File: config.mk
export PLATFORM = sky130hd
export DESIGN_NAME = alphabet_order_topological_sort_flat
export DESIGN_NICKNAME = d
export VERILOG_FILES = /design/src/rtl/aot_pkg.sv /design/src/rtl/aot_stream_if.sv /design/src/rtl/aot_front.sv /design/src/rtl/aot_edge.sv /design/src/rtl/aot_sort.sv /design/src/rtl/alphabet_order_topological_sort.sv /design/src/flat_wrapper.sv
export VERILOG_INCLUDE_DIRS = /design/src /design/src/rtl
export SDC_FILE = /design/constraint.sdc
export NUM_CORES = 2
export LEC_CHECK = 0
export BUFFER_PORTS_ARGS = -buffer_cell sky130_fd_sc_hd__buf_2
export CORE_MARGIN = 5
export CORE_UTILIZATION = 40
export DETAILED_ROUTE_END_ITERATION = 6
export PLACE_DENSITY = 0.55
export SLEW_MARGIN = 20
export SYNTH_ARGS = -nofsm -noshare
export SYNTH_HDL_FRONTEND = slang
export SYNTH_SLANG_ARGS = --single-unit
File: constraint.sdc
create_clock -name clk -period 8.25 [get_ports clk]
set_input_delay 1.2375 -clock clk [delete_from_list [all_inputs] [get_ports clk]]
set_output_delay 1.2375 -clock clk [all_outputs]
set_load 0.02 [all_outputs]
File: src/rtl/alphabet_order_topological_sort_defines.svh
// assertion macros for the alphabet order sorter
`ifndef ALPHABET_ORDER_TOPOLOGICAL_SORT_DEFINES_SVH
`define ALPHABET_ORDER_TOPOLOGICAL_SORT_DEFINES_SVH

`ifndef SYNTHESIS

`define AOT_ASSERT(lbl, prop, msg) \
    lbl: assert property (@(posedge clk) disable iff (!rst_n) prop) else $error(msg);

`define AOT_ASSERT_NEXT(lbl, pre, post, msg) \
    lbl: assert property (@(posedge clk) disable iff (!rst_n) (pre) |=> (post)) else $error(msg);

`else

`define AOT_ASSERT(lbl, prop, msg)

`define AOT_ASSERT_NEXT(lbl, pre, post, msg)

`endif

`endif

File: src/rtl/aot_pkg.sv
// shared types and constants of the alphabet order sorter
`default_nettype none
package aot_pkg;

    localparam int LETTER_W = 5;

    typedef logic [LETTER_W-1:0] letter_t;

    typedef struct packed {
        letter_t letter;
        logic    name_end;
        logic    list_end;
    } item_t;

    typedef struct packed {
        letter_t order_letter;
        logic    impossible;
        logic    last;
    } result_t;

    // queued request with its classification
    typedef struct packed {
        item_t item;
        logic  out_of_range;
    } entry_t;

    // control from the edge unit to the sorter
    typedef struct packed {
        logic    edge_wr;
        letter_t edge_src;
        letter_t edge_dst;
        logic    start;
        logic    failed;
    } edge_ctl_t;

    typedef enum logic [2:0] {
        S_IDLE,
        S_COUNT,
        S_ROOT,
        S_DEQ,
        S_SCAN,
        S_DONE,
        S_EMIT
    } sort_state_t;

endpackage
`default_nettype wire

File: src/rtl/aot_stream_if.sv
// valid/ready stream channel
`default_nettype none
interface aot_stream_if #(parameter type payload_t = logic);
    logic     valid;
    logic     ready;
    payload_t data;

    modport source (output valid, output data, input ready);
    modport sink (input valid, input data, output ready);
endinterface
`default_nettype wire

File: src/rtl/aot_front.sv
// input request queue with letter range check
`default_nettype none
module aot_front #(
    parameter int ALPHABET_SIZE = 26
) (
    input  wire logic           clk,
    input  wire logic           rst_n,
    aot_stream_if.sink          item,
    output logic                q_valid,
    output aot_pkg::entry_t     q_entry,
    input  wire logic           q_pop
);
    import aot_pkg::*;

    entry_t     ent_reg [2];
    logic       wptr_reg;
    logic       rptr_reg;
    logic [1:0] cnt_reg;
    logic       push;

    assign item.ready = (cnt_reg != 2'd2);
    assign push       = item.valid && item.ready;
    assign q_valid    = (cnt_reg != 2'd0);
    assign q_entry    = ent_reg[rptr_reg];

    always_ff @(posedge clk)
    begin
        if (push)
        begin
            ent_reg[wptr_reg].item         <= item.data;
            ent_reg[wptr_reg].out_of_range <=
                ({1'b0, item.data.letter} >= (LETTER_W+1)'(ALPHABET_SIZE));
        end
    end

    always_ff @(posedge clk or negedge rst_n)
    begin
        if (!rst_n)
        begin
            wptr_reg <= 1'b0;
            rptr_reg <= 1'b0;
            cnt_reg  <= 2'd0;
        end
        else
        begin
            if (push)
                wptr_reg <= !wptr_reg;
            if (q_pop)
                rptr_reg <= !rptr_reg;
            cnt_reg <= cnt_reg + 2'(push) - 2'(q_pop);
        end
    end

endmodule
`default_nettype wire

File: src/rtl/aot_edge.sv
// name comparison, previous-name memory and precedence edge extraction
`default_nettype none
module aot_edge #(
    parameter int ALPHABET_SIZE   = 26,
    parameter int MAX_NAME_LENGTH = 128
) (
    input  wire logic              clk,
    input  wire logic              rst_n,
    input  wire logic              q_valid,
    input  wire aot_pkg::entry_t   q_entry,
    output logic                   q_pop,
    input  wire logic              busy,
    output aot_pkg::edge_ctl_t     ctl
);
    import aot_pkg::*;

    localparam int PW    = $clog2(MAX_NAME_LENGTH + 1);
    localparam int AW    = (MAX_NAME_LENGTH > 1) ? $clog2(MAX_NAME_LENGTH) : 1;
    localparam int DEPTH = 2 ** AW;

    letter_t       name_mem [DEPTH];
    letter_t       rd_reg;
    logic [PW-1:0] pos_reg;
    logic [PW-1:0] pos_next;
    logic [PW-1:0] plen_reg;
    logic          havep_reg;
    logic          diff_reg;
    logic          failed_reg;

    logic          at_max;
    logic          differ;
    logic          ends;
    logic [PW-1:0] pos_inc;
    logic          diff_upd;
    logic          fail_upd;
    logic          wr_en;
    logic [AW-1:0] raddr;

    assign q_pop  = q_valid && !busy;
    assign at_max = (pos_reg >= PW'(MAX_NAME_LENGTH));
    assign differ = havep_reg && !diff_reg && (pos_reg < plen_reg) && !at_max
                    && (rd_reg != q_entry.item.letter);
    assign ends     = q_entry.item.name_end || q_entry.item.list_end;
    assign pos_inc  = at_max ? pos_reg : pos_reg + PW'(1);
    assign diff_upd = diff_reg || differ;
    // fails on out-of-range letter, overlong name or strict prefix
    assign fail_upd = failed_reg || q_entry.out_of_range || at_max
                      || (ends && havep_reg && !diff_upd && (pos_inc < plen_reg));
    assign wr_en    = q_pop && !at_max;

    always_comb
    begin
        pos_next = pos_reg;
        if (q_pop)
            pos_next = ends ? '0 : pos_inc;
    end

    assign raddr = pos_next[AW-1:0];

    always_comb
    begin
        ctl.edge_wr  = q_pop && differ && !q_entry.out_of_range
                       && ({1'b0, rd_reg} < (LETTER_W+1)'(ALPHABET_SIZE));
        ctl.edge_src = rd_reg;
        ctl.edge_dst = q_entry.item.letter;
        ctl.start    = q_pop && q_entry.item.list_end;
        ctl.failed   = fail_upd;
    end

    always_ff @(posedge clk)
    begin
        if (wr_en)
            name_mem[pos_reg[AW-1:0]] <= q_entry.item.letter;
        // write-first bypass keeps the read in step with the position
        if (wr_en && (pos_reg[AW-1:0] == raddr))
            rd_reg <= q_entry.item.letter;
        else
            rd_reg <= name_mem[raddr];
    end

    always_ff @(posedge clk or negedge rst_n)
    begin
        if (!rst_n)
        begin
            pos_reg    <= '0;
            plen_reg   <= '0;
            havep_reg  <= 1'b0;
            diff_reg   <= 1'b0;
            failed_reg <= 1'b0;
        end
        else if (q_pop)
        begin
            pos_reg <= pos_next;
            if (q_entry.item.list_end)
            begin
                plen_reg   <= '0;
                havep_reg  <= 1'b0;
                diff_reg   <= 1'b0;
                failed_reg <= 1'b0;
            end
            else if (ends)
            begin
                plen_reg   <= pos_inc;
                havep_reg  <= 1'b1;
                diff_reg   <= 1'b0;
                failed_reg <= fail_upd;
            end
            else
            begin
                diff_reg   <= diff_upd;
                failed_reg <= fail_upd;
            end
        end
    end

endmodule
`default_nettype wire

File: src/rtl/aot_sort.sv
// precedence matrix, kahn sort sequencer and result register
`default_nettype none
`include "alphabet_order_topological_sort_defines.svh"
module aot_sort #(
    parameter int ALPHABET_SIZE = 26
) (
    input  wire logic               clk,
    input  wire logic               rst_n,
    input  wire aot_pkg::edge_ctl_t ctl,
    output logic                    busy,
    aot_stream_if.source            result
);
    import aot_pkg::*;

    localparam int IW = $clog2(ALPHABET_SIZE);
    localparam int CW = $clog2(ALPHABET_SIZE + 1);
    localparam logic [IW-1:0] LAST_IDX = IW'(ALPHABET_SIZE - 1);

    sort_state_t             state_reg;
    sort_state_t             state_next;
    logic [ALPHABET_SIZE-1:0] rows_reg [ALPHABET_SIZE];
    logic [CW-1:0]            pending_reg [ALPHABET_SIZE];
    logic [ALPHABET_SIZE-1:0] placed_reg;
    logic [IW-1:0]            queue_reg [ALPHABET_SIZE];
    logic [IW-1:0]            obuf_reg [ALPHABET_SIZE];
    logic [CW-1:0]            head_reg;
    logic [CW-1:0]            tail_reg;
    logic [CW-1:0]            oc_reg;
    logic [IW-1:0]            idx_reg;
    logic [IW-1:0]            v_reg;
    logic [IW-1:0]            a_reg;
    logic [IW-1:0]            k_reg;
    logic                     fail_reg;
    logic                     res_valid_reg;
    result_t                  res_data_reg;

    logic slot_free;
    logic emit;
    logic emit_last;
    logic root_ok;
    logic succ_hit;
    logic place_succ;

    assign slot_free  = !res_valid_reg || result.ready;
    assign root_ok    = (pending_reg[idx_reg] == '0) && !placed_reg[idx_reg];
    assign succ_hit   = rows_reg[a_reg][v_reg] && (pending_reg[v_reg] != '0);
    assign place_succ = succ_hit && (pending_reg[v_reg] == CW'(1))
                        && !placed_reg[v_reg] && (tail_reg < CW'(ALPHABET_SIZE));
    assign result.valid = res_valid_reg;
    assign result.data  = res_data_reg;

    always_comb
    begin
        state_next = state_reg;
        unique case (state_reg)
            S_IDLE:
                if (ctl.start)
                    state_next = ctl.failed ? S_DONE : S_COUNT;
            S_COUNT:
                if (idx_reg == LAST_IDX)
                    state_next = S_ROOT;
            S_ROOT:
                if (root_ok)
                    state_next = S_DEQ;
                else if (idx_reg == LAST_IDX)
                    state_next = S_DONE;
            S_DEQ:
                if (head_reg < tail_reg)
                    state_next = S_SCAN;
                else if (idx_reg == LAST_IDX)
                    state_next = S_DONE;
                else
                    state_next = S_ROOT;
            S_SCAN:
                if (v_reg == LAST_IDX)
                    state_next = S_DEQ;
            S_DONE:
                state_next = S_EMIT;
            S_EMIT:
                if (emit && emit_last)
                    state_next = S_IDLE;
            default:
                state_next = S_IDLE;
        endcase
    end

    always_comb
    begin
        busy      = 1'b1;
        emit      = 1'b0;
        emit_last = fail_reg || (k_reg == LAST_IDX);
        unique case (state_reg)
            S_IDLE:  busy = 1'b0;
            S_EMIT:  emit = slot_free;
            default: busy = 1'b1;
        endcase
    end

    always_ff @(posedge clk or negedge rst_n)
    begin
        if (!rst_n)
        begin
            state_reg     <= S_IDLE;
            res_valid_reg <= 1'b0;
            placed_reg    <= '0;
            oc_reg        <= '0;
            fail_reg      <= 1'b0;
            for (int i = 0; i < ALPHABET_SIZE; i++)
                rows_reg[i] <= '0;
        end
        else
        begin
            state_reg <= state_next;
            if (emit)
                res_valid_reg <= 1'b1;
            else if (result.ready)
                res_valid_reg <= 1'b0;

            unique case (state_reg)
                S_IDLE:
                begin
                    if (ctl.edge_wr)
                        rows_reg[ctl.edge_src[IW-1:0]][ctl.edge_dst[IW-1:0]] <= 1'b1;
                    fail_reg   <= ctl.failed;
                    placed_reg <= '0;
                    oc_reg     <= '0;
                end
                S_ROOT:
                    if (root_ok)
                    begin
                        placed_reg[idx_reg]      <= 1'b1;
                        obuf_reg[oc_reg[IW-1:0]] <= idx_reg;
                        oc_reg                   <= oc_reg + CW'(1);
                    end
                S_SCAN:
                    if (place_succ)
                    begin
                        placed_reg[v_reg]        <= 1'b1;
                        obuf_reg[oc_reg[IW-1:0]] <= v_reg;
                        oc_reg                   <= oc_reg + CW'(1);
                    end
                S_DONE:
                    fail_reg <= fail_reg || (oc_reg != CW'(ALPHABET_SIZE));
                S_EMIT:
                    // last result clears the graph for the next list
                    if (emit && emit_last)
                    begin
                        placed_reg <= '0;
                        for (int i = 0; i < ALPHABET_SIZE; i++)
                            rows_reg[i] <= '0;
                    end
                default:
                    fail_reg <= fail_reg;
            endcase
        end
    end

    // datapath without reset
    always_ff @(posedge clk)
    begin
        if (emit)
        begin
            res_data_reg.order_letter <= fail_reg ? '0 : LETTER_W'(obuf_reg[k_reg]);
            res_data_reg.impossible   <= fail_reg;
            res_data_reg.last         <= emit_last;
            k_reg                     <= k_reg + IW'(1);
        end
        case (state_reg)
            S_IDLE:
            begin
                idx_reg <= '0;
                k_reg   <= '0;
                for (int i = 0; i < ALPHABET_SIZE; i++)
                    pending_reg[i] <= '0;
            end
            S_COUNT:
            begin
                for (int i = 0; i < ALPHABET_SIZE; i++)
                    pending_reg[i] <= pending_reg[i] + CW'(rows_reg[idx_reg][i]);
                idx_reg <= (idx_reg == LAST_IDX) ? '0 : idx_reg + IW'(1);
            end
            S_ROOT:
                if (root_ok)
                begin
                    queue_reg[0] <= idx_reg;
                    head_reg     <= '0;
                    tail_reg     <= CW'(1);
                end
                else if (idx_reg != LAST_IDX)
                    idx_reg <= idx_reg + IW'(1);
            S_DEQ:
                if (head_reg < tail_reg)
                begin
                    a_reg    <= queue_reg[head_reg[IW-1:0]];
                    head_reg <= head_reg + CW'(1);
                    v_reg    <= '0;
                end
                else if (idx_reg != LAST_IDX)
                    idx_reg <= idx_reg + IW'(1);
            S_SCAN:
            begin
                if (succ_hit)
                    pending_reg[v_reg] <= pending_reg[v_reg] - CW'(1);
                if (place_succ)
                begin
                    queue_reg[tail_reg[IW-1:0]] <= v_reg;
                    tail_reg                    <= tail_reg + CW'(1);
                end
                v_reg <= v_reg + IW'(1);
            end
            default:
            begin
            end
        endcase
    end

    `AOT_ASSERT(a_start_idle, ctl.start |-> (state_reg == S_IDLE), "list end taken while sorting")
    `AOT_ASSERT(a_oc_range, oc_reg <= CW'(ALPHABET_SIZE), "order count overflow")
    `AOT_ASSERT(a_queue_order, (state_reg == S_SCAN) |-> (head_reg <= tail_reg), "queue head past tail")
    `AOT_ASSERT_NEXT(a_emit_valid, emit, res_valid_reg, "result lost on load")

endmodule
`default_nettype wire

File: src/rtl/alphabet_order_topological_sort.sv
// Alphabet order sorter: names stream in one letter per cycle, while the
// sorter is idle, through a two-entry queue; each letter is compared with
// the same position of the previous name, which is held in a memory of
// MAX_NAME_LENGTH entries with a registered read, and the first difference
// sets one bit of an ALPHABET_SIZE-square precedence matrix. The letter
// that carries list_end starts a Kahn sort, during which no letter is
// taken: it counts the predecessors of each letter row by row, probes the
// letters in order for roots, drains the queue of each root and scans the
// row of every placed letter; then the ALPHABET_SIZE ordered letters, or
// one impossible result, leave one per cycle through an output register
// while the receiver is ready. The matrix is cleared with the last result.
`default_nettype none
module alphabet_order_topological_sort #(
    parameter int ALPHABET_SIZE   = 26,
    parameter int MAX_NAME_LENGTH = 128
) (
    input  wire logic    clk,
    input  wire logic    rst_n,
    aot_stream_if.sink   item,
    aot_stream_if.source result
);
    import aot_pkg::*;

    logic      q_valid;
    entry_t    q_entry;
    logic      q_pop;
    logic      busy;
    edge_ctl_t ctl;

    aot_front #(
        .ALPHABET_SIZE (ALPHABET_SIZE)
    ) u_front (
        .clk     (clk),
        .rst_n   (rst_n),
        .item    (item),
        .q_valid (q_valid),
        .q_entry (q_entry),
        .q_pop   (q_pop)
    );

    aot_edge #(
        .ALPHABET_SIZE   (ALPHABET_SIZE),
        .MAX_NAME_LENGTH (MAX_NAME_LENGTH)
    ) u_edge (
        .clk     (clk),
        .rst_n   (rst_n),
        .q_valid (q_valid),
        .q_entry (q_entry),
        .q_pop   (q_pop),
        .busy    (busy),
        .ctl     (ctl)
    );

    aot_sort #(
        .ALPHABET_SIZE (ALPHABET_SIZE)
    ) u_sort (
        .clk    (clk),
        .rst_n  (rst_n),
        .ctl    (ctl),
        .busy   (busy),
        .result (result)
    );

endmodule
`default_nettype wire

File: src/flat_wrapper.sv
// flat-port wrapper written by rule: the top's interface ports become plain ports
module alphabet_order_topological_sort_flat import aot_pkg::*;
#(
    parameter int ALPHABET_SIZE   = 26,
    parameter int MAX_NAME_LENGTH = 128
)
  (clk, rst_n, item_valid, item_data, item_ready, result_valid, result_data, result_ready);
  aot_stream_if #(.payload_t(item_t)) item_i ();
  aot_stream_if #(.payload_t(result_t)) result_i ();
  input  wire logic clk;
  input  wire logic rst_n;
  input wire logic [$bits(item_i.valid)-1:0] item_valid;
  input wire logic [$bits(item_i.data)-1:0] item_data;
  output wire logic [$bits(item_i.ready)-1:0] item_ready;
  output wire logic [$bits(result_i.valid)-1:0] result_valid;
  output wire logic [$bits(result_i.data)-1:0] result_data;
  input wire logic [$bits(result_i.ready)-1:0] result_ready;
  assign item_i.valid = item_valid;
  assign item_i.data = item_data;
  assign item_ready = item_i.ready;
  assign result_valid = result_i.valid;
  assign result_data = result_i.data;
  assign result_i.ready = result_ready;
  alphabet_order_topological_sort #(.ALPHABET_SIZE(ALPHABET_SIZE), .MAX_NAME_LENGTH(MAX_NAME_LENGTH)) u_core (.clk(clk), .rst_n(rst_n), .item(item_i), .result(result_i));
endmodule
Word level (Yosys, flattened, before mapping)
Memories as Yosys holds them, arrays and structs flattened. A register that Yosys moved wholly into a read port is not among the register bits.
Cells that the tools add are included.

word-level totals
  latch bits = 0
  RAM bits = 1046
  memories = 5
  bits in read-only memories = 0
  input bits = 11
  register bits after elaboration = 762

cells by class
  add/subtract/negate cells = 36
  multipliers = 0
  $lt $le $gt $ge = 17
  div/mod/pow operators = 0
  shift-type cells = 0
  muxes and demuxes = 121
  equality and inequality tests = 25
  bitwise logic cells = 33
  reductions and logical operators = 69

memories
  name                       words  bits a word  read ports  clocked after Yosys merged registers in  wr ports  line             source
  u_core.u_edge.name_mem     128    5            1           1                                        1         aot_edge.sv:21   letter_t name_mem [DEPTH];
  u_core.u_sort.obuf_reg     26     5            1           1                                        1         aot_sort.sv:25   logic [IW-1:0] obuf_reg [ALPHABET_SIZE];
  u_core.u_sort.pending_reg  26     5            28          2                                        26        aot_sort.sv:22   logic [CW-1:0] pending_reg [ALPHABET_SIZE];
  u_core.u_sort.queue_reg    26     5            1           1                                        1         aot_sort.sv:24   logic [IW-1:0] queue_reg [ALPHABET_SIZE];
  u_core.u_front.ent_reg     2      8            1           0                                        1         aot_front.sv:15  entry_t ent_reg [2];

operator list
  kind                                                                           count
  676-bit 2-to-1 mux                                                             2
  676-bit one-hot mux with 2 select lines                                        1
  676-bit OR                                                                     1
  26-bit binary-select mux with 5-bit select                                     2
  5-bit 2-to-1 mux                                                               44
  26-bit 2-to-1 mux                                                              8
  5-bit by 1-bit adder with 5-bit output                                         26
  26-bit demux with 5-bit select                                                 1
  26-bit one-hot mux with 4 select lines                                         1
  26-bit OR                                                                      2
  1-bit 2-to-1 mux                                                               35
  8-bit 2-to-1 mux                                                               4
  5-bit by 1-bit adder with 5-bit output (second input constant)                 6
  5-bit one-hot mux with 2 select lines                                          3
  3-bit 2-to-1 mux                                                               9
  1-bit OR                                                                       27
  1-bit logical AND                                                              26
  3-bit one-hot mux with 7 select lines                                          1
  5-bit one-hot mux with 4 select lines                                          1
  6-bit greater-or-equal comparator (second input constant)                      3
  5-bit by 6-bit less-than comparator with 1-bit output (second input constant)  3
  2-bit inequality test (second input constant)                                  9
  5-bit inverter with 6-bit output                                               3
  8-bit less-than comparator                                                     2
  37 further kinds                                                               81

Depth between registers and ports, before layout
  word-level depth = 15
  mapped depth = 18
  depth with buffers taken out = 14

Hierarchy
From an unflattened synthesis, not the netlist that was laid out.

second synthesis, totals
  cell total of the unflattened synthesis = 6802
  area, all modules = 89193.0 um^2

modules (own cells, without submodules)
  module     area each (um^2)  seq. area each (um^2)  times used  cells an instance
  aot_sort   60942.2           31690.4                1           5141
  aot_edge   27470.1           19834.0                1           1618
  aot_front  780.7             580.6                  1           43

Least setup slack after synthesis
No wires, ideal clock.

  path kind = reg2reg
  from = reg with a tool-made name
  to = mem u_core.u_sort.queue_reg[0][0] in the netlist's numbering, data pin
  clock period less this slack = 5831 ps
  path slack = 2419 ps
  stages on the path, launching flop included = 16
  data required time = 7842 ps
  arrival = 5423 ps
  path buffers = 5
  setup time = 408 ps
  path through = dfxtp_1 buf_2 buf_1 buf_1 buf_1 mux4_2 mux4_2 mux2i_1 ha_1 nand3b_1 a211oi_1 o221a_2 and2_1 nand3_1 clkbuf_1 o21ai_0

RTL lines
  item       line
  to (decl)  aot_sort.sv:24

Final worst setup path
  from = reg u_core.u_sort.a_reg[1], read port of u_core.u_sort.queue_reg
  to = mem u_core.u_sort.obuf_reg[24][2] in the netlist's numbering (enable)

on the way
  longest elaborated chain between the ends = 15

RTL lines
  item                                                    line             source
  from (decl)                                             aot_sort.sv:31   logic [IW-1:0] a_reg;
  5-bit inverter with 6-bit output (implied by the code)  aot_sort.sv:46   assign succ_hit = rows_reg[a_reg][v_reg] && (pending_reg[v_reg] != '0);
  26-bit binary-select mux with 5-bit select              aot_sort.sv:46
  26-bit 2-to-1 mux (implied by the code) (2 in a row)    aot_sort.sv:46
  1-bit binary-select mux with 5-bit select               aot_sort.sv:46
  1-bit 2-to-1 mux (implied by the code)                  aot_sort.sv:46
  1-bit logical AND                                       aot_sort.sv:46
  1-bit logical AND                                       aot_sort.sv:47   assign place_succ = succ_hit && (pending_reg[v_reg] == CW'(1))
  1-bit logical AND (2 in a row)                          aot_sort.sv:48   && !placed_reg[v_reg] && (tail_reg < CW'(ALPHABET_SIZE));
  1-bit 2-to-1 mux                                        aot_sort.sv:136  if (place_succ)
  1-bit 2-to-1 mux                                        aot_sort.sv:119  unique case (state_reg)
  1-bit logical AND (implied by the code)                 aot_sort.sv:139  obuf_reg[oc_reg[IW-1:0]] <= v_reg;
  1-bit 2-to-1 mux (implied by the code)                  aot_sort.sv:139
  1-bit OR (no source line)                               --
  to (decl)                                               aot_sort.sv:25

No other way between the ends. The select of a mux whose other input is x is not followed.

==> implementation parameters <==
Parameter                              Value

Run status
  Run status ... complete, no violations

STA
  Max transition margin ... 13.1%
  Setup repair after global routing missed its margin ... false
  Final sum of negative setup slack ... 0 ns
  Hold Violations, Final ... 0
  Fmax ... 154 MHz
  Period utilisation layout ... 78.8%
  Actual slew at the worst max-slew pin ... 1.30 ns
  Clock period minus worst slack ... 6.50 ns
  Final-report setup violation count ... 0
  Max-slew violation count ... 0
  Post-Route Skew ... 0.0596 ns

Floorplanning
  X dimension of the die ... 479 µm
  Starting utilization of the core area ... 40.2%
  DIE AREA ... 230000 µm²
  Vertical die dimension ... 479 µm
  Std-Cell Core Area ... 219000 µm²
  FP Rows ... 172
  Number of I/O pins ... 20

Place
  Post-DP HPWL ... 169 mm
  Number of buffer cells added on primary ports ... 19
  Placer congestion estimate ... 0.875

Cells and area
  Flip-flop count of the largest register after layout ... 676
  Share of cells above drive strength 1 ... 17.5%
  Core occupancy in the finished layout ... 44.9%
  Fin nets ... 6653
  Filler instances ... 19600
  Area overhead of the layout relative to synthesis ... 11.8%

Synthesis
  Post-Syn Instances ... 6628
  Synth Flop Type ... sky130_fd_sc_hd__edfxtp_1
  Top cell type by total area after synthesis ... sky130_fd_sc_hd__edfxtp_1
  Post-synth EDFFs ... 1108
  Seq cells post-synth ... 1865
  Distinct cell type count after synthesis ... 82
  Fraction of post-synthesis cell area in the top cell type by area ... 37.8%
  Share of synthesized registers carrying an async set or reset ... 39.4%
  Number of warnings reported in the yosys synthesis log ... 0
  Post-synth top cells ... 1120 x sky130_fd_sc_hd__nand2_1, 1108 x sky130_fd_sc_hd__edfxtp_1, 749 x sky130_fd_sc_hd__o21ai_0
  Ranking of synthesized cells by area ... sky130_fd_sc_hd__edfxtp_1 38%, sky130_fd_sc_hd__dfrtp_1 21%, sky130_fd_sc_hd__mux4_2 14%, sky130_fd_sc_hd__nand2_1 4.8%, sky130_fd_sc_hd__o21ai_0 4.3%
  Combined area of all synthesized cells ... 88100 µm²
  Cell with the most instances after synthesis ... sky130_fd_sc_hd__nand2_1
  Share of the yosys chip area belonging to registers ... 59.2%
  Avg Cell Area, Syn ... 13.3 µm²

Global route
  Total routing usage reported by global routing ... 23.2%
  Antenna violations before repair ... 7
  Via count of the first global-routing pass ... 58500
  Largest net degree at the start of global routing ... 208
  First-pass GRT wire length ... 402 mm
  GRT overflow ... 0

Clock tree
  Cells resized by post-CTS repair ... 0
  Clock buffer count from CTS ... 195
  Number of post-CTS setup repair buffers ... 0
  Insertion delay of the later-clocked pin in the worst-skew pair ... 0.85 ns
  Bufs on Longest Clock Path ... 3
  Clock transition at the registers of the reported paths ... 0.07 ns
  H-Tree Depth ... 4
  Number of hold buffers added after CTS ... 0
  Cell at the root of the clock tree ... sky130_fd_sc_hd__clkbuf_16
  Clock tree from TritonCTS ... yes
  Num Clock Sinks ... 1865

Setup path
  Reg-to-reg startpoint ... u_core.u_sort.a_reg[1]
  Worst setup EP type ... flop
  Crit path launch ... u_core.u_sort.a_reg[1]
  WS Path Type ... reg2reg
  Startpoint kind of the worst setup timing path ... flop
  Slack of the worst reg-to-reg path ... 1.75 ns
  Cell type of the slowest stage on the worst timing path ... sky130_fd_sc_hd__nor4b_1
  Arrival time reported for the critical path endpoint ... 7.05 ns
  Depth of the most critical reg-to-reg path ... 12
  Max stage delay on crit path ... 0.82 ns
  Required time reported for the critical path endpoint ... 8.80 ns
  List of cells traversed by the critical path ... buf_4 > or3b_2 > o21ai_0 > a31oi_1 > o31ai_1 > nor4b_1 > o311a_1 > nand4_1 > nand3_1 > and2_2 > buf_4 > nor3_1
  Largest fanout on the critical path ... 34
  End of the worst register-to-register path ... u_core.u_sort.obuf_reg[24][2]
  Most common cell type on the critical path ... sky130_fd_sc_hd__buf_4
  Capturing instance or port of the critical path ... u_core.u_sort.obuf_reg[24][2]

Drt
  Detailed Routing Iterations Pass 1 ... 6
  Total DRC errors in the routed layout ... 0
  Average detailed-routed wire length per instance ... 28.0 µm
  Count of antenna-violating nets left after detailed routing ... 0
  Vias post-DR ... 58100
  Total wirelength of the detailed-routed design ... 269 mm
  DR vias/cell ... 6.05
  Starting DRC count in detailed routing ... 6504

Pwr
  Leakage dissipation ... 34.5 nW
  Total power divided by cell area ... 321 nW/µm²
  Worst IR Drop VDD ... 0.436 mV

Run
  Number of max-cap violations ... 0

Hold path
  Type of the worst min-delay path ... in2async
-- worst min-delay path by stage --
stage / slack (ns) / end / depth (start not counted)
CTS: 0.37 / u_core.u_sort.rows_reg[605] / 1
floorplan: 0.42 / u_core.u_sort.result.data[1] / 0
global placement: 0.46 / u_core.u_edge.plen_reg[3] / 2
finish: 0.39 / u_core.u_sort.rows_reg[137] / 1
detailed placement: 0.47 / u_core.u_edge.plen_reg[2] / 2
global route: 0.40 / u_core.u_sort.rows_reg[605] / 1
-- metal layers --
| layer | vias up | part of all wire (%) | global-route usage [%] | wire length [µm] |
|---|---|---|---|---|
| met5 | - | 0.010 | 0 | 27 |
| met4 | 4 | 3.8 | 7.90 | 10300 |
| met3 | 534 | 6.7 | 4.08 | 18000 |
| met2 | 2320 | 48 | 38.2 | 130000 |
| met1 | 30200 | 41 | 31.2 | 110000 |
| li1 | 25000 | - | - | - |
-- cells in the final DEF (no fill, tap or decap), types with 33 or more instances in the layout --
cell type / n
sky130_fd_sc_hd__o31ai_1: 59
sky130_fd_sc_hd__dfrtp_1: 735
sky130_fd_sc_hd__xor2_1: 61
sky130_fd_sc_hd__mux2_2: 47
sky130_fd_sc_hd__mux2i_1: 278
sky130_fd_sc_hd__o22ai_1: 71
sky130_fd_sc_hd__nor2_1: 263
sky130_fd_sc_hd__a21oi_1: 48
sky130_fd_sc_hd__clkbuf_1: 57
sky130_fd_sc_hd__buf_4: 152
sky130_fd_sc_hd__a211oi_1: 36
sky130_fd_sc_hd__xnor2_1: 52
sky130_fd_sc_hd__clkbuf_16: 197
sky130_fd_sc_hd__edfxtp_1: 1108
sky130_fd_sc_hd__inv_1: 61
sky130_fd_sc_hd__mux4_2: 565
sky130_fd_sc_hd__nand2_1: 1118
sky130_fd_sc_hd__nor3_1: 63
sky130_fd_sc_hd__o21ai_0: 745
sky130_fd_sc_hd__ha_1: 94
sky130_fd_sc_hd__nand3_1: 119
sky130_fd_sc_hd__nor4_1: 33
sky130_fd_sc_hd__a22oi_1: 103
sky130_fd_sc_hd__and2_1: 49
-- report_power, final --
group | switching [mW] | internal, mW | total, mW
registers | 0.918 | 11.5 | 12.4
clock network | 3.86 | 5.25 | 9.11
logic | 7.09 | 3.01 | 10.1
total | 11.9 | 19.8 | 31.6
-- final cells by class --
cell class	count	area (µm²)	share of cell area (%)
Sequential cell	1865	52100	52.9
Antenna cell	3	7.51	0.00763
Multi-Input combinational cell	4220	34100	34.7
Clock inverter	90	1190	1.21
Inverter	74	289	0.294
Timing Repair Buffer	192	1670	1.69
Tap cell	2871	3590	3.65
Clock buffer	275	5430	5.52
-- per-stage QoR --
step | area (µm²) | hold slack [ns] | total power, mW | std cells | setup slack, ns
floorplan | 88100 | 0.423 | 18.1 | 6647 | 2.42
global placement | 91700 | 0.461 | 22.6 | 9221 | 1.92
detailed placement | 91800 | 0.472 | 22.7 | 9222 | 1.82
CTS | 98400 | 0.370 | 31.8 | 9587 | 1.77
global route | 98400 | 0.401 | 32.9 | 9587 | 1.46
finish | 98400 | 0.386 | 31.6 | 9590 | 1.75
-- critical path: cells and delay by family (launching register included) --
kind / cells / cell delay (ns)
AO/OA/AOI/OAI: 4 / 1.25
buffers and inverters: 2 / 0.98
flip-flops: 1 / 0.56
AND/OR/NAND/NOR: 6 / 3.35
-- kinds of logic after synthesis --
family / after synthesis / synth area share [%]
xor+xnor: 114 / 1.13
mux: 894 / 18.3
buf+inv: 562 / 2.54
flops: 1865 / 59.2
fa+ha+maj: 94 / 1.34
compound gates: 1258 / 8.54
other cells: 1 / 0.00426
simple gates: 1840 / 9.02
No activity file was read; power rests on OpenSTA's default activity.
